===== config.mk =====
export PLATFORM = sky130hd
export DESIGN_NAME = csb_back
export DESIGN_NICKNAME = d
export VERILOG_FILES = /design/src/sv/csb_pkg.sv /design/src/sv/csb_back.sv
export SDC_FILE = /design/constraint.sdc
export NUM_CORES = 1
export LEC_CHECK = 0
export BUFFER_PORTS_ARGS = -buffer_cell sky130_fd_sc_hd__buf_2
export CORE_AREA = 2 2 74 76
export DETAILED_ROUTE_END_ITERATION = 10
export DIE_AREA = 0 0 76 78
export GPL_ROUTABILITY_DRIVEN = 0
export PLACE_DENSITY = 0.68
export SYNTH_ARGS = -nofsm -noshare
export SYNTH_HDL_FRONTEND = slang
export SYNTH_SLANG_ARGS = --single-unit
export TNS_END_PERCENT = 100

===== constraint.sdc =====
create_clock -name clock -period 8.4 [get_ports clock]
set_input_delay 0.84 -clock clock [delete_from_list [all_inputs] [get_ports clock]]
set_output_delay 0.84 -clock clock [all_outputs]
set_load 0.02 [all_outputs]

===== src/sv/csb_pkg.sv =====
// shared types and constants of the cross stencil blur filter
package csb_pkg;

   // field and register widths
   localparam int PIXEL_W      = 8;
   localparam int SUM_W        = 11;
   localparam int ROW_W        = 12;
   localparam int HEIGHT_W     = 13;
   localparam int WIDTH_REG_W  = 11;
   localparam int DIST_REG_W   = 4;
   localparam int CSR_DATA_W   = 13;
   localparam int CSR_INDEX_W  = 2;

   // frame limits and parameter defaults
   localparam int MAX_HEIGHT        = 4096;
   localparam int DEF_MAX_WIDTH     = 1024;
   localparam int DEF_MAX_BLUR_DIST = 8;

   // register reset values
   localparam logic [WIDTH_REG_W-1:0] RESET_WIDTH  = 11'd640;
   localparam logic [HEIGHT_W-1:0]    RESET_HEIGHT = 13'd480;
   localparam logic [DIST_REG_W-1:0]  RESET_DIST   = 4'd8;

   // queue between front and back
   localparam int QUEUE_DEPTH = 4;
   localparam int QPTR_W      = $clog2(QUEUE_DEPTH);
   localparam int LEVEL_W     = $clog2(QUEUE_DEPTH + 1);

   // divide by five: floor(sum * 3277 / 2^14) is exact for sums up to 1275
   localparam int RECIP_W     = 12;
   localparam logic [RECIP_W-1:0] RECIP_FIVE = 12'd3277;
   localparam int RECIP_SHIFT = 14;

   // one pending result: five-point sum and end-of-frame mark
   typedef struct packed {
      logic             frame_last;
      logic [SUM_W-1:0] sum;
   } csb_entry_type;

endpackage


===== src/sv/csb_back.sv =====
// back end: divide the sum by five into the response register
module csb_back (
   input  logic                              clock,
   input  logic                              reset,
   input  logic                              head_valid,
   input  csb_pkg::csb_entry_type            head_entry,
   output logic                              pop,
   output logic                              rsp_tvalid,
   input  logic                              rsp_tready,
   output logic [csb_pkg::PIXEL_W-1:0]       rsp_tdata,   // [7:0] blurred
   output logic                              rsp_tlast    // frame_last
);
   import csb_pkg::*;

   logic                       rsp_valid_ff, rsp_valid_in;
   logic [PIXEL_W-1:0]         rsp_data_ff;
   logic                       rsp_last_ff;
   logic [SUM_W+RECIP_W-1:0]   prod;

   // take the head when the response register is free or being drained
   assign pop = head_valid && (!rsp_valid_ff || rsp_tready);

   // floor divide by five through the reciprocal
   assign prod = (SUM_W+RECIP_W)'(head_entry.sum) * (SUM_W+RECIP_W)'(RECIP_FIVE);

   always_comb begin
      rsp_valid_in = rsp_valid_ff;
      if (pop) begin
         rsp_valid_in = 1'b1;
      end else if (rsp_tready) begin
         rsp_valid_in = 1'b0;
      end
   end

   always_ff @(posedge clock) begin
      if (reset) begin
         rsp_valid_ff <= 1'b0;
      end else begin
         rsp_valid_ff <= rsp_valid_in;
      end
   end

   always_ff @(posedge clock) begin
      if (pop) begin
         rsp_data_ff <= prod[RECIP_SHIFT +: PIXEL_W];
         rsp_last_ff <= head_entry.frame_last;
      end
   end

   assign rsp_tvalid = rsp_valid_ff;
   assign rsp_tdata  = rsp_data_ff;
   assign rsp_tlast  = rsp_last_ff;

endmodule

**After elaboration in Yosys (flattened, before gate mapping)**

Index checks and enable logic that the tools add are counted.

- Multipliers: 1
- Muxes and demuxes: 2
- Reduce and logical (&&, ||, !) cells: 4

Operators with widths:

| cell | number |
|---|---|
| $mul A11 B12 Y22 const B | 1 |
| $mux W1 | 2 |
| $reduce_bool A2 Y1 | 1 |
| $logic_and A1 B1 Y1 | 1 |
| $logic_not A1 Y1 | 1 |
| $logic_or A1 B1 Y1 | 1 |

- Register bits: 10
- Word-level logic and storage cells: 10
- Output and inout port bits: 11
- Input bits: 16

**Depth between registers and ports, before layout**

- Depth after elaboration: 4
- Gate-level depth with buffers: 17
- Mapped depth without buffers: 17

**Worst setup path before layout**

Ideal clock, no wire load.

- Path kind: input -> register
- From: input port head_entry[9] (netlist bit)
- To: register rsp_data_ff[4] (netlist: rsp_tdata[4]), data pin
- Data arrival time: 4.386 ns
- Path slack: 3.752 ns
- Library setup time: 0.262 ns
- Stages: 15
- Path buffers: 0
- Data required time: 8.138 ns
- Cell sequence: inv_1 ha_1 inv_1 fa_1 fa_1 inv_1 fa_1 fa_1 inv_1 ha_1 a41oi_1 o221ai_2 nor3_1 a21oi_1 xor2_1

- Word-level cells in the longest chain between the ends: 1

RTL lines:

| element | line | RTL |
|---|---|---|
| start, declared | csb_back.sv:6 | `input csb_pkg::csb_entry_type head_entry,` |
| $mul A11 B12 Y22 | csb_back.sv:24 | `assign prod = (SUM_W+RECIP_W)'(head_entry.sum) * (SUM_W+RECIP_W)'(RECIP_FIVE);` |
| named net prod[18] | csb_back.sv:18 | `logic [SUM_W+RECIP_W-1:0] prod;` |
| end signal, assigned | csb_back.sv:45 | `rsp_data_ff <= prod[RECIP_SHIFT +: PIXEL_W];` |
| end, declared | csb_back.sv:16 | `logic [PIXEL_W-1:0] rsp_data_ff;` |

The timed path passes the listed nets, and every way through them passes these cells.
A chain may end at the register's enable or synchronous reset.

**Final worst setup path**

- From: input port head_entry[2] (netlist bit)
- To: register rsp_data_ff[1] (netlist: rsp_tdata[1]), data pin

Same word-level chain as after synthesis.

==> flow_summary_export.csv <==
group,metric,value,unit
outcome,status,"complete, no violations",
sta,setup_ws,3.47,ns
detailed_routing,post_drt_via_cell_ratio,5.04,
detailed_routing,wire_per_inst,12.6,µm
detailed_routing,ant_nets,0,
clocking,cts-buffers-inserted,3,
logic_synthesis,synthesis.area_per_instance,9.66,µm²
sta,finalSetupViolations,0,
grt,grt_start_max_net_pins,11,
clocking,cts_tree,"built",
setup_path,crit_path_start_kind,"input port",
sta,skew,0.00523,ns
setup_path,path_common_cell,"inv_1",
clocking,post_cts.repair.setup_buffers,0,
sta,rsz0062_at_grt,"false",
sta,max_slew_margin,75.5,%
hold_path,hold_class,"reg2reg",
detailed_routing,firstDrtPassIters,4,
clocking,postCtsHoldBufs,0,
clocking,clock_path_buffers,2,
run,max-cap-violations,0,
floorplan,initial_core_util,49.6,%
logic_synthesis,yosysSeqAreaShare,11.6,%
setup_path,worst_r2r_path_depth,2,
setup_path,crit_slowest_cell,"fa_1",
cells_and_area,fin_nets,401,
grt,antenna_found_initial,0,
place,dp.final_hpwl,4190,µm
setup_path,max_stage_delay,0.56,ns
logic_synthesis,yosys_warnings,0,
logic_synthesis,synth.net_count,369,
place,dp.cells,356,
clocking,clk-insertion-delay-late,0.24,ns
detailed_routing,route.vias.total,1816,
floorplan,rows,26,
sta,fmax,0.203,GHz
grt,grt_overflow_total,0,
floorplan,core-area,0.00504,mm²
grt,grt_usage,16.4,%
setup_path,crit_required,8.38,ns
hold_path,min_path_cells,2,
grt,grt_pass1_vias,1761,
sta,tns,0,ns
setup_path,path_max_fanout,5,
cells_and_area,instances_no_fill,360,
cells_and_area,drive_above_1_share,14.1,%
setup_path,crit_path_end_kind,"flip-flop",
sta,fin_crit_sh,58.7,%
floorplan,die_y,78,µm
logic_synthesis,synthDistinctLibCells,37,
floorplan,die_x,76,µm
power,ir_worst_vdd,0.138,mV
detailed_routing,drc,0,
logic_synthesis,ys_ff_latch,10,
sta,hold_viol,0,
sta,worst_slew_pin_slew,0.367,ns
detailed_routing,wl,4520,µm
clocking,ctsResizeCount,0,
place,place_ws,3.17,ns
place,portBuffers,26,
logic_synthesis,syn_inst,259,
clocking,cts_root_buf,"clkbuf_8",
power,power.density,294,mW/mm²
setup_path,path_class,"in2reg",
logic_synthesis,syn-cell-area,0.00250,mm²
sta,min_period,4.93,ns
cells_and_area,mostFrequentLayoutCells,"inv_1 (73), ha_1 (63), fa_1 (31)",
setup_path,r2r_slack,7.43,ns
grt,grt_pass1_wl,7820,µm
sta,report.final.slew_viol_count,0,
setup_path,crit_chain,"buf_2, ha_1, ha_1, inv_1, fa_1, inv_1, fa_1, inv_1, fa_1, inv_1, ha_1, a21oi_1, o211ai_2, and2_4, nor4b_1, a211oi_1",
setup_path,r2r_start,"rsp_tvalid$_SDFFE_PP0P_",
power,leakagePower,1.53,nW
clocking,htreeDepth,1,
clocking,cts_sinks,10,
hold_path,hold_path.startpoint,"rsp_tvalid$_SDFFE_PP0P_",
setup_path,cp.arrival,4.91,ns
detailed_routing,drt_iter0_drc,64,
setup_path,startpoint,"head_entry[2]",
cells_and_area,final_common_cell,"inv_1",
cells_and_area,antenna_cells,0,
sta,holdWs,0.506,ns
floorplan,die-area,0.00593,mm²
power,total_power,0.817,mW
floorplan,io_pins,27,
clocking,clkTransAtPathRegs,0.05,ns
cells_and_area,synthToLayoutAreaGrowth,11.2,%
## final cells by class
class,count,area (µm²)
clock buffer,4,55.1
fill,465,2260
inverter,73,274
multi-input combinational,176,1940
sequential,10,290
tap,70,87.6
timing repair buffer,27,138
## kinds of logic after synthesis
group,count (synthesis),synth area share (%)
flops,10,11.6
compound gates,36,9.91
xor+xnor,7,2.45
fa+ha+maj,94,56.3
buf+inv,73,11.0
mux,1,0.450
simple gates,38,8.30
## routing by layer
metal	vias up	GRT usage, %	part of all wire [%]
met5	-	0	0
met1	872	22.7	47
met4	0	2.73	0.84
li1	914	-	-
met3	4	2.09	2.0
met2	26	27.9	50
## worst paths after layout
| path | endpoint |
|---|---|
| worst max-delay path | rsp_tdata[1]$_DFFE_PP_ |
| worst min-delay path | rsp_tvalid$_SDFFE_PP0P_ |
| worst max register to register | rsp_tdata[4]$_DFFE_PP_ |
| worst min register to register | rsp_tvalid$_SDFFE_PP0P_ |
## stage by stage
step	cell area (µm²)	utilization, %
2_1_floorplan	2500	-
3_3_place_gp	2730	54.1
3_5_place_dp	2730	54.1
4_1_cts	2780	55.2
5_1_grt	2780	55.2
6_report	2780	55.2
## state kept, by name (all words and copies together) (netlist names)
register,flops
rsp_tdata,8
rsp_tlast,1
rsp_tvalid,1
## cells in the mapped netlist, drive strengths merged
| master | count | area [µm²] |
|---|---|---|
| a211o | 1 | 8.76 |
| a211oi | 2 | 15.0 |
| a21boi | 3 | 22.5 |
| a21o | 4 | 30.0 |
| a21oi | 16 | 87.6 |
| a311oi | 1 | 8.76 |
| a41oi | 1 | 8.76 |
| and2 | 2 | 17.5 |
| and3 | 2 | 17.5 |
| dfxtp | 1 | 20.0 |
| edfxtp | 9 | 270 |
| fa | 31 | 621 |
| ha | 63 | 788 |
| inv | 73 | 274 |
| mux2 | 1 | 11.3 |
| nand2 | 10 | 37.5 |
| nand3 | 6 | 30.0 |
| nand3b | 1 | 7.51 |
| nand4 | 3 | 18.8 |
| nand4b | 1 | 8.76 |
| nor2 | 4 | 15.0 |
| nor2b | 2 | 12.5 |
| nor3 | 3 | 15.0 |
| nor4 | 1 | 6.26 |
| nor4b | 1 | 8.76 |
| o211ai | 2 | 20.0 |
| o21ai | 4 | 23.8 |
| o221ai | 1 | 15.0 |
| o31ai | 1 | 7.51 |
| or2 | 1 | 6.26 |
| or3 | 1 | 6.26 |
| xnor2 | 5 | 43.8 |
| xor2 | 2 | 17.5 |
## critical path, delay by kind of cell
family                   cells  cell delay, ns
adder cells (fa/ha/maj)      6            2.57
AO/OA/AOI/OAI                3            0.63
buffers and inverters        5            0.37
AND/OR/NAND/NOR              2            0.48
## power breakdown
| part | switching, mW | leakage [nW] | internal [mW] | total, mW |
|---|---|---|---|---|
| clock | 0.0192 | 0.0288 | 0.0412 | 0.0604 |
| sequential | 0.00407 | 0.0956 | 0.0955 | 0.0996 |
| combinational | 0.380 | 1.40 | 0.277 | 0.657 |
| total | 0.403 | 1.53 | 0.413 | 0.817 |
No activity file was read; power rests on OpenSTA's default activity.
