==> config.mk <==
export PLATFORM = sky130hd
export DESIGN_NAME = csb_queue
export DESIGN_NICKNAME = d
export VERILOG_FILES = /design/src/sv/csb_pkg.sv /design/src/sv/csb_queue.sv
export SDC_FILE = /design/constraint.sdc
export NUM_CORES = 1
export LEC_CHECK = 0
export BUFFER_PORTS_ARGS = -buffer_cell sky130_fd_sc_hd__clkbuf_2
export CORE_MARGIN = 4
export CORE_UTILIZATION = 50
export CTS_CLUSTER_DIAMETER = 40
export DETAILED_ROUTE_END_ITERATION = 10
export PLACE_DENSITY = 0.71
export SLEW_MARGIN = 15
export SYNTH_ARGS = -nofsm -noshare
export SYNTH_HDL_FRONTEND = slang
export SYNTH_SLANG_ARGS = --single-unit
==> constraint.sdc <==
create_clock -name clock -period 1.5 [get_ports clock]
set_input_delay 0.3 -clock clock [delete_from_list [all_inputs] [get_ports clock]]
set_output_delay 0.3 -clock clock [all_outputs]
set_load 0.05 [all_outputs]
==> src/sv/csb_pkg.sv <==
// shared types and constants of the cross stencil blur filter
package csb_pkg;

   // field and register widths
   localparam int PIXEL_W      = 8;
   localparam int SUM_W        = 11;
   localparam int ROW_W        = 12;
   localparam int HEIGHT_W     = 13;
   localparam int WIDTH_REG_W  = 11;
   localparam int DIST_REG_W   = 4;
   localparam int CSR_DATA_W   = 13;
   localparam int CSR_INDEX_W  = 2;

   // frame limits and parameter defaults
   localparam int MAX_HEIGHT        = 4096;
   localparam int DEF_MAX_WIDTH     = 1024;
   localparam int DEF_MAX_BLUR_DIST = 8;

   // register reset values
   localparam logic [WIDTH_REG_W-1:0] RESET_WIDTH  = 11'd640;
   localparam logic [HEIGHT_W-1:0]    RESET_HEIGHT = 13'd480;
   localparam logic [DIST_REG_W-1:0]  RESET_DIST   = 4'd8;

   // queue between front and back
   localparam int QUEUE_DEPTH = 4;
   localparam int QPTR_W      = $clog2(QUEUE_DEPTH);
   localparam int LEVEL_W     = $clog2(QUEUE_DEPTH + 1);

   // divide by five: floor(sum * 3277 / 2^14) is exact for sums up to 1275
   localparam int RECIP_W     = 12;
   localparam logic [RECIP_W-1:0] RECIP_FIVE = 12'd3277;
   localparam int RECIP_SHIFT = 14;

   // one pending result: five-point sum and end-of-frame mark
   typedef struct packed {
      logic             frame_last;
      logic [SUM_W-1:0] sum;
   } csb_entry_type;

endpackage

==> src/sv/csb_queue.sv <==
// short queue of pending sums between front and back
module csb_queue (
   input  logic                          clock,
   input  logic                          reset,
   input  logic                          push,
   input  csb_pkg::csb_entry_type        push_entry,
   input  logic                          pop,
   output logic                          head_valid,
   output csb_pkg::csb_entry_type        head_entry,
   output logic [csb_pkg::LEVEL_W-1:0]   level
);
   import csb_pkg::*;

   csb_entry_type       entries_ff [QUEUE_DEPTH];
   logic [QPTR_W-1:0]   wr_ptr_ff, wr_ptr_in;
   logic [QPTR_W-1:0]   rd_ptr_ff, rd_ptr_in;
   logic [LEVEL_W-1:0]  count_ff, count_in;

   // pointer and fill count update
   always_comb begin
      wr_ptr_in = wr_ptr_ff;
      rd_ptr_in = rd_ptr_ff;
      count_in  = count_ff;
      if (push) begin
         wr_ptr_in = (wr_ptr_ff == QPTR_W'(QUEUE_DEPTH - 1)) ? '0 : wr_ptr_ff + QPTR_W'(1);
      end
      if (pop) begin
         rd_ptr_in = (rd_ptr_ff == QPTR_W'(QUEUE_DEPTH - 1)) ? '0 : rd_ptr_ff + QPTR_W'(1);
      end
      if (push && !pop) begin
         count_in = count_ff + LEVEL_W'(1);
      end else if (pop && !push) begin
         count_in = count_ff - LEVEL_W'(1);
      end
   end

   always_ff @(posedge clock) begin
      if (reset) begin
         wr_ptr_ff <= '0;
         rd_ptr_ff <= '0;
         count_ff  <= '0;
      end else begin
         wr_ptr_ff <= wr_ptr_in;
         rd_ptr_ff <= rd_ptr_in;
         count_ff  <= count_in;
      end
   end

   // entry storage
   always_ff @(posedge clock) begin
      if (push) begin
         entries_ff[wr_ptr_ff] <= push_entry;
      end
   end

   assign head_valid = (count_ff != '0);
   assign head_entry = entries_ff[rd_ptr_ff];
   assign level      = count_ff;

endmodule

# --- Word-level counts from Yosys, hierarchy flattened ---
# Memory sizes are Yosys's and may differ from the RTL's. A register that Yosys moved wholly into a read port is not among the register bits.
# Index checks and enable logic that the tools add are counted.
op_classes:
  addsub: 4
  eq_ne: 2
  mux: 8
  n_reduce_logical: 6
op_table:
  columns: ["cell", "n"]
  rows:
  - ["2-bit 2-to-1 mux", 4]
  - ["3-bit 2-to-1 mux", 2]
  - ["2-bit by 1-bit adder with 2-bit output, second input constant", 2]
  - ["2-bit == test, second input constant", 2]
  - ["3-bit by 1-bit adder with 3-bit output, second input constant", 1]
  - ["3-bit nonzero test", 1]
  - ["3-bit by 1-bit subtractor with 3-bit output, second input constant", 1]
  - ["1-bit logical AND", 2]
  - ["1-bit zero test", 2]
  - ["1-bit 2-to-1 mux", 2]
  - ["2-bit nonzero test", 1]
totals:
  regBits: 7
  mem_bits_rw: 48
  inputBits: 16
  out_inout_bits: 16
  elab_cells: 24
  n_memories: 1
memory_table:
  columns: ["memory", "depth", "width", "rd", "rd_ports_with_merged_regs", "write_ports", "line", "source"]
  rows:
  - ["entries_ff", 4, 12, 1, 1, 1, "csb_queue.sv:14", "csb_entry_type entries_ff [QUEUE_DEPTH];"]

# --- Longest topological paths before layout ---
# Gate-level depths: netlist of run 1.
depth:
  depth_word: 4
  depth_mapped: 7
  mapped_depth_nobuf: 7

# --- Least setup slack after synthesis of run 1 ---
# Ideal clock, no wire load.
synth_path:
  path_kind: "reg2reg"
  start: "reg count_ff[0] (netlist: level[0])"
  end: "reg count_ff[2] (netlist: level[2])"
  setup_ps: 70
  arrival_time_ps: 1551
  t_required_ps: 1430
  setup_slack_ps: -121
  stages_incl_launch_ff: 5
  path_buffers: 0
  period_less_slack_ps: 1621
  cell_sequence: "dfxtp_1 -> fa_1 -> xor2_1 -> or3_1 -> a21oi_1"
synth_via:
  elab_chain_cells: 3
  word_cells_on_any_way: 4
  cone_classes: "add/sub (2); mux (2)"
synth_rtl:
  columns: ["item", "line", "source"]
  rows:
  - ["start: declaration", "csb_queue.sv:17", "logic [LEVEL_W-1:0] count_ff, count_in;"]
  - ["start signal: assignment", "csb_queue.sv:45", "count_ff <= count_in;"]
  - ["3-bit by 1-bit subtractor with 3-bit output", "csb_queue.sv:33", "count_in = count_ff - LEVEL_W'(1);"]
  - ["3-bit 2-to-1 mux", "csb_queue.sv:32", "end else if (pop && !push) begin"]
  - ["3-bit 2-to-1 mux (*)", "csb_queue.sv:30", "if (push && !pop) begin"]
# Mark *: on every way between the ends. The rest lies on a longest branch, timed or not. The select of a mux whose other input is x is not followed.
# A chain may end at the register's enable or synchronous reset.

==> impl_metrics.xml, run 1 <==
<?xml version="1.0" encoding="UTF-8"?>
<metrics>
  <group name="run_status">
    <metric name="status" unit="">complete, but fails checks</metric>
    <metric name="violations" unit="">setup timing</metric>
  </group>
  <group name="critical_path">
    <metric name="crit_path_top_delay_cell" unit="">mux4_2</metric>
    <metric name="cp_top_family" unit="">multiplexers</metric>
    <metric name="worst_path_cell_chain" unit="">clkbuf_16, mux4_2, buf_8</metric>
    <metric name="cp_data_arrival_time" unit="ns">1.54</metric>
    <metric name="worst_setup_path_end_kind" unit="">primary output</metric>
    <metric name="cpPeakStageDelay" unit="ns">0.51</metric>
    <metric name="r2r.worst_path.cells" unit="">5</metric>
    <metric name="worstPathBufferInverterCount" unit="">2</metric>
    <metric name="required" unit="ns">1.20</metric>
    <metric name="path_class" unit="">reg -&gt; out</metric>
    <metric name="worst-path-max-fanout" unit="">5</metric>
    <metric name="critPathLaunchType" unit="">flip-flop</metric>
    <metric name="cp_num_cells" unit="">3</metric>
  </group>
  <group name="detailed_routing">
    <metric name="wl" unit="um">3781</metric>
    <metric name="detail_route.first_pass.iterations" unit="">4</metric>
    <metric name="met2_length" unit="um">1963</metric>
    <metric name="met3_wirelength" unit="um">184</metric>
    <metric name="drc" unit="">0</metric>
    <metric name="drt.antenna.violating_nets" unit="">0</metric>
    <metric name="detailed_router_s_first_iteration_violation_count" unit="">59</metric>
    <metric name="routedWlPerCell" unit="um">17.83</metric>
    <metric name="dr.max_layer_used" unit="">met4</metric>
    <metric name="m1WireLength" unit="um">1559</metric>
    <metric name="route.vias.total" unit="">1124</metric>
    <metric name="post_drt_via_cell_ratio" unit="">5.302</metric>
  </group>
  <group name="yosys">
    <metric name="post-synth-top-area-cell" unit="">edfxtp_1</metric>
    <metric name="syn-cell-area" unit="mm^2">0.002170</metric>
    <metric name="seq_area_frac_synth" unit="%">74.74</metric>
    <metric name="synth-seq-cells" unit="">57</metric>
    <metric name="top_cells_by_area_in_the_synthesized_netlist" unit="">edfxtp_1 66%, mux4_2 10%, dfxtp_1 8.3%</metric>
    <metric name="post_synth_inst_count" unit="">105</metric>
    <metric name="yosys.cell_types.count" unit="">17</metric>
    <metric name="synth_area_per_cell" unit="um^2">20.66</metric>
    <metric name="synthesized_net_count" unit="">128</metric>
    <metric name="ys_warnings" unit="">0</metric>
    <metric name="synth_top_cell_area_share" unit="%">66.44</metric>
  </group>
  <group name="worst_hold_path">
    <metric name="holdCritPathClass" unit="">in -&gt; reg</metric>
    <metric name="hold-path-cell-count" unit="">1</metric>
  </group>
  <group name="power">
    <metric name="worst_ir_drop_vdd" unit="V">0.0007972</metric>
    <metric name="power_per_cell_area" unit="mW/mm^2">1378</metric>
    <metric name="power.leakage" unit="nW">1.070</metric>
  </group>
  <group name="cts">
    <metric name="cts_inserted_buffers" unit="">9</metric>
    <metric name="cts.clk_slew.worst_paths" unit="ns">0.06</metric>
    <metric name="post_cts_hold_buffer_count" unit="">0</metric>
    <metric name="ctsRootBufferMaster" unit="">clkbuf_8</metric>
    <metric name="tritoncts" unit="">yes</metric>
    <metric name="cts.sink_count" unit="">57</metric>
    <metric name="ctsHtreeMaxLevel" unit="">3</metric>
    <metric name="clock_latency" unit="ns">0.32</metric>
    <metric name="cts_max_path_buffers" unit="">2</metric>
  </group>
  <group name="layout">
    <metric name="layout.cells.most_common_list" unit="">48 x edfxtp_1, 18 x clkbuf_2, 13 x buf_8</metric>
    <metric name="post_route_cells_drive_above_1_share" unit="%">48.77</metric>
    <metric name="layout_commonest_cell" unit="">edfxtp_1</metric>
    <metric name="antenna-diode-count" unit="">0</metric>
    <metric name="nFillCells" unit="">259</metric>
    <metric name="ff_latch_area" unit="mm^2">0.001630</metric>
    <metric name="nets" unit="">180</metric>
    <metric name="utilization" unit="%">70.36</metric>
    <metric name="layout-area-overhead-vs-synth" unit="%">32.53</metric>
    <metric name="multi_input_comb_area" unit="um^2">535.5</metric>
  </group>
  <group name="die">
    <metric name="core-area" unit="mm^2">0.004086</metric>
    <metric name="design.portCount" unit="">32</metric>
    <metric name="design.die.area" unit="mm^2">0.005457</metric>
    <metric name="die_w" unit="um">73.87</metric>
    <metric name="start_util" unit="%">53.09</metric>
    <metric name="chipHeight" unit="um">73.87</metric>
    <metric name="rows" unit="">23</metric>
  </group>
  <group name="sta">
    <metric name="fmaxAchievable" unit="MHz">542.0</metric>
    <metric name="setup_violations" unit="">13</metric>
    <metric name="worst_slack" unit="ns">-0.3450</metric>
    <metric name="hold_viol_final" unit="">0</metric>
    <metric name="rsz0062_at_grt" unit="">yes</metric>
    <metric name="fin_crit" unit="ns">1.845</metric>
    <metric name="whs" unit="ns">0.1933</metric>
    <metric name="fin_skew" unit="ns">0.005775</metric>
    <metric name="final.period_utilization" unit="%">123.0</metric>
    <metric name="maxSlewHeadroom" unit="%">77.29</metric>
    <metric name="worstMarginPinSlew" unit="ns">0.3407</metric>
    <metric name="timing.final.max_slew_violations" unit="">0</metric>
  </group>
  <group name="place">
    <metric name="gp_congestion" unit="">0.6760</metric>
    <metric name="port_buffers" unit="">31</metric>
    <metric name="dp_slack" unit="ns">-0.1735</metric>
    <metric name="dp_hpwl" unit="um">2390</metric>
  </group>
  <group name="global_routing">
    <metric name="globalRouteOverflowTotal" unit="">0</metric>
    <metric name="first_global_vias" unit="">1222</metric>
    <metric name="antenna_found_initial" unit="">0</metric>
    <metric name="grtUsageTotal" unit="%">15.53</metric>
    <metric name="grt_max_degree" unit="">13</metric>
    <metric name="grt_first_pass_wirelength" unit="um">5906</metric>
  </group>
  <group name="run">
    <metric name="timing.max_cap.violations" unit="">0</metric>
  </group>
</metrics>
==> kinds of logic after synthesis <==
family | share of synthesized area, %
adders and majority gates | 4.383
DFF | 74.74
buffers and inverters | 1.441
AOI/OAI and AO/OA | 0.6918
and+or+nand+nor | 3.287
muxes | 14.65
xor gates and xnor gates | 0.8075
==> final timing paths <==
check | slack [ns] | from | endpoint
worst max-delay path | -0.34 | flip-flop | head_entry[4]
worst min-delay path | 0.19 | push_entry[5] | entries_ff[3][5]$_DFFE_PP_
worst max register to register | 0 | level[1]$_SDFFE_PP0P_ | level[2]$_SDFFE_PP0P_
worst min register to register | 0.55 | rd_ptr_ff[1]$_SDFFE_PP0P_ | rd_ptr_ff[1]$_SDFFE_PP0P_
==> where the power goes <==
| part | total [mW] | switching, mW | internal (mW) |
|---|---|---|---|
| registers | 1.85 | 0.0385 | 1.81 |
| logic | 0.773 | 0.437 | 0.336 |
| clock network | 1.34 | 0.541 | 0.801 |
| total | 3.96 | 1.02 | 2.95 |
==> flip-flops by register name, summed over array words and instances, names as in the netlist, named ones only <==
register / cells
entries_ff: 48
level: 3
rd_ptr_ff: 2
wr_ptr_ff: 2
==> cell type report <==
class / count / area share, %
clock inverter: 4 / 1.523
tap: 50 / 2.176
sequential: 57 / 56.70
clock buffer: 12 / 5.048
inverter: 4 / 0.5222
timing repair buffer: 43 / 15.40
multi-input combinational: 42 / 18.62
==> through the flow <==
| stage | area [um^2] | setup TNS, ns | total power [mW] | cells |
|---|---|---|---|---|
| 3_5_place_dp | 2507 | -0.7479 | 2.490 | 193 |
| 3_3_place_gp | 2507 | -0.5967 | 2.466 | 193 |
| 6_report | 2875 | -3.946 | 3.963 | 212 |
| 4_1_cts | 2821 | -4.127 | 3.933 | 211 |
| 2_1_floorplan | 2188 | 0 | 2.305 | 105 |
| 5_1_grt | 2875 | -4.589 | 4.128 | 212 |
==> layer usage <==
metal | up-vias | GRT usage, %
li1 | 519 | -
met1 | 569 | 17.47
met2 | 26 | 25.89
met3 | 10 | 4.378
met4 | 0 | 9.658
met5 | - | 0
==> cells in the mapped netlist <==
| master | count |
|---|---|
| xor2_1 | 2 |
| a21oi_1 | 2 |
| inv_1 | 4 |
| nor3b_1 | 1 |
| fa_1 | 1 |
| mux4_1 | 2 |
| or3_1 | 2 |
| buf_6 | 1 |
| mux4_2 | 10 |
| mux2i_1 | 4 |
| dfxtp_1 | 9 |
| and2_1 | 4 |
| ha_1 | 6 |
| edfxtp_1 | 48 |
| o21ai_0 | 1 |
| nor2_1 | 7 |
| buf_2 | 1 |
==> repair_timing <==
| item | in CTS | in global routing |
|---|---|---|
| cloned | 0 | 1 |
| setup buffers | 2 | 0 |
| resized for setup | 30 | 17 |
| endpoints found under the setup margin | 17 | 26 |
Note: power is estimated with default switching activity, not from simulation.
==> inputs of run 2 (changes only) <==
Settings changed: REMOVE_ABC_BUFFERS from default to 1.
==> impl_metrics.xml, run 2 (synthesis results as in run 1) <==
<?xml version="1.0" encoding="UTF-8"?>
<metrics>
  <group name="sta">
    <metric name="fin_skew" unit="ns">0.006211</metric>
    <metric name="maxSlewHeadroom" unit="%">77.26</metric>
    <metric name="timing.final.max_slew_violations" unit="">0</metric>
    <metric name="worst_slack" unit="ns">-0.3546</metric>
    <metric name="fmaxAchievable" unit="MHz">539.2</metric>
    <metric name="final.period_utilization" unit="%">123.6</metric>
    <metric name="hold_viol_final" unit="">0</metric>
    <metric name="setup_violations" unit="">13</metric>
    <metric name="worstMarginPinSlew" unit="ns">0.3410</metric>
    <metric name="fin_setup_tns" unit="ns">-3.862</metric>
    <metric name="fin_crit" unit="ns">1.855</metric>
    <metric name="rsz0062_at_grt" unit="">yes</metric>
  </group>
  <group name="cts">
    <metric name="ctsRootBufferMaster" unit="">clkbuf_8</metric>
    <metric name="cts_max_path_buffers" unit="">2</metric>
    <metric name="cts.sink_count" unit="">57</metric>
    <metric name="postCtsSetupBuffers" unit="">0</metric>
    <metric name="post_cts_hold_buffer_count" unit="">0</metric>
    <metric name="ctsHtreeMaxLevel" unit="">3</metric>
    <metric name="cts_inserted_buffers" unit="">9</metric>
    <metric name="tritoncts" unit="">yes</metric>
    <metric name="clock_latency" unit="ns">0.33</metric>
    <metric name="cts.clk_slew.worst_paths" unit="ns">0.06</metric>
  </group>
  <group name="layout">
    <metric name="layout.cells.non_filler" unit="">210</metric>
    <metric name="layout.cells.most_common_list" unit="">48 x edfxtp_1, 18 x clkbuf_2, 15 x buf_8</metric>
    <metric name="design_area" unit="mm^2">0.002835</metric>
    <metric name="nets" unit="">178</metric>
    <metric name="nFillCells" unit="">274</metric>
    <metric name="layout_commonest_cell" unit="">edfxtp_1</metric>
    <metric name="largest_reg_flops" unit="">48</metric>
    <metric name="layout-area-overhead-vs-synth" unit="%">30.68</metric>
    <metric name="post_route_cells_drive_above_1_share" unit="%">46.88</metric>
    <metric name="largest_register" unit="">entries_ff</metric>
    <metric name="antenna-diode-count" unit="">0</metric>
  </group>
  <group name="place">
    <metric name="dp.cells" unit="">194</metric>
    <metric name="gp_congestion" unit="">0.7391</metric>
    <metric name="port_buffers" unit="">31</metric>
    <metric name="placedInstanceArea" unit="mm^2">0.002446</metric>
    <metric name="dp_hpwl" unit="um">2490</metric>
    <metric name="dp_slack" unit="ns">-0.3058</metric>
  </group>
  <group name="die">
    <metric name="design.die.area" unit="mm^2">0.005457</metric>
    <metric name="core-area" unit="mm^2">0.004086</metric>
    <metric name="design.portCount" unit="">32</metric>
    <metric name="chipHeight" unit="um">73.87</metric>
    <metric name="rows" unit="">23</metric>
    <metric name="start_util" unit="%">53.09</metric>
    <metric name="die_w" unit="um">73.87</metric>
  </group>
  <group name="critical_path">
    <metric name="worst-path-max-fanout" unit="">6</metric>
    <metric name="crit_path_top_delay_cell" unit="">mux4_2</metric>
    <metric name="worst_setup_path_end_kind" unit="">primary output</metric>
    <metric name="regToRegEndpoint" unit="">level[2]$_SDFFE_PP0P_</metric>
    <metric name="slack_of_the_worst_reg_to_reg_path" unit="ns">0.07</metric>
    <metric name="critPathLaunchType" unit="">flip-flop</metric>
    <metric name="r2r.worst_path.cells" unit="">4</metric>
    <metric name="path_class" unit="">reg -&gt; out</metric>
    <metric name="worst_path_cell_chain" unit="">buf_8, mux4_2, buf_8</metric>
    <metric name="required" unit="ns">1.20</metric>
    <metric name="path_common_cell" unit="">buf_8</metric>
    <metric name="cpPeakStageDelay" unit="ns">0.55</metric>
    <metric name="cp_data_arrival_time" unit="ns">1.55</metric>
    <metric name="worst_r2r_src" unit="">level[0]$_SDFFE_PP0P_</metric>
  </group>
  <group name="detailed_routing">
    <metric name="detail_route.first_pass.iterations" unit="">4</metric>
    <metric name="wl" unit="um">3612</metric>
    <metric name="route.vias.total" unit="">1073</metric>
    <metric name="drt.antenna.violating_nets" unit="">0</metric>
    <metric name="drc" unit="">0</metric>
    <metric name="routedWlPerCell" unit="um">17.20</metric>
    <metric name="detailed_router_s_first_iteration_violation_count" unit="">91</metric>
    <metric name="post_drt_via_cell_ratio" unit="">5.110</metric>
  </group>
  <group name="global_routing">
    <metric name="grt_first_pass_wirelength" unit="um">5761</metric>
    <metric name="first_global_vias" unit="">1227</metric>
    <metric name="grt_max_degree" unit="">13</metric>
    <metric name="gr-max-usage-layer" unit="">met2</metric>
    <metric name="globalRouteOverflowTotal" unit="">0</metric>
    <metric name="global_route.usage.met2" unit="%">27.07</metric>
    <metric name="met1_usage" unit="%">16.16</metric>
    <metric name="grtUsageTotal" unit="%">15.47</metric>
    <metric name="global_route.usage.met3" unit="%">5.609</metric>
    <metric name="antenna_found_initial" unit="">0</metric>
  </group>
  <group name="run_status">
    <metric name="violations" unit="">setup timing</metric>
    <metric name="status" unit="">complete, but fails checks</metric>
  </group>
  <group name="run">
    <metric name="timing.max_cap.violations" unit="">0</metric>
  </group>
  <group name="power">
    <metric name="power.leakage" unit="nW">1.063</metric>
    <metric name="worst_ir_drop_vdd" unit="V">0.001191</metric>
    <metric name="power_per_cell_area" unit="mW/mm^2">1492</metric>
    <metric name="finalPower" unit="mW">4.229</metric>
  </group>
  <group name="worst_hold_path">
    <metric name="holdCritPathClass" unit="">in -&gt; reg</metric>
    <metric name="hp-start" unit="">push_entry[2]</metric>
    <metric name="hold-path-cell-count" unit="">1</metric>
    <metric name="min_to" unit="">entries_ff[0][2]$_DFFE_PP_</metric>
  </group>
</metrics>
-- run 2: metrics by stage --
| step | utilization [%] | hold slack, ns |
|---|---|---|
| 6_report | 69.38 | 0.1909 |
| 5_1_grt | 69.38 | 0.1693 |
| 4_1_cts | 68.46 | 0.1727 |
| 3_5_place_dp | 59.86 | 0.5210 |
| 3_3_place_gp | 59.86 | 0.4774 |
| 2_1_floorplan | - | 0.3691 |
-- run 2: metal layers --
metal	part of all wire, %	routed length [um]	vias to the layer above
met3	4.7	171	6
li1	-	-	513
met4	1.6	57	0
met2	55	2004	30
met5	0	0	-
met1	38	1377	524
-- run 2: worst max-delay path by stage --
stage                         start                    end  slack, ns  cells after the start
after floorplan           flip-flop          head_entry[7]      -0.38                      1
after global placement          pop  level[2]$_SDFFE_PP0P_      -0.15                      8
after detailed placement        pop  level[2]$_SDFFE_PP0P_      -0.31                      8
after CTS                 flip-flop          head_entry[6]      -0.36                      3
after global routing      flip-flop          head_entry[6]      -0.39                      3
final                     flip-flop          head_entry[6]      -0.35                      3
-- run 2: power breakdown --
group | internal (mW) | switching (mW) | leakage [nW]
combinational | 0.303 | 0.419 | 0.432
sequential | 1.81 | 0.0421 | 0.516
clock | 1.09 | 0.561 | 0.114
-- run 2: layout make-up --
type | count | area [um^2] | share of cell area [%]
clock buffer | 10 | 127.6 | 4.501
clock inverter | 6 | 106.4 | 3.751
inverter | 4 | 15.01 | 0.5296
multi-input combinational | 42 | 520.5 | 18.36
sequential | 57 | 1628 | 57.41
tap | 50 | 62.56 | 2.207
timing repair buffer | 41 | 375.4 | 13.24
-- run 2: timing repair --
action,in CTS,in global routing
endpoints found under the setup margin,14,50
pin swaps,0,0
endpoints found under the hold margin,0,0
gates resized for setup,33,21
-- run 2: worst max-delay path: cells and delay by family, from the launching register on --
family   cells  cell delay, ns
flops        1            0.36
mux          1            0.55
buf+inv      2            0.32
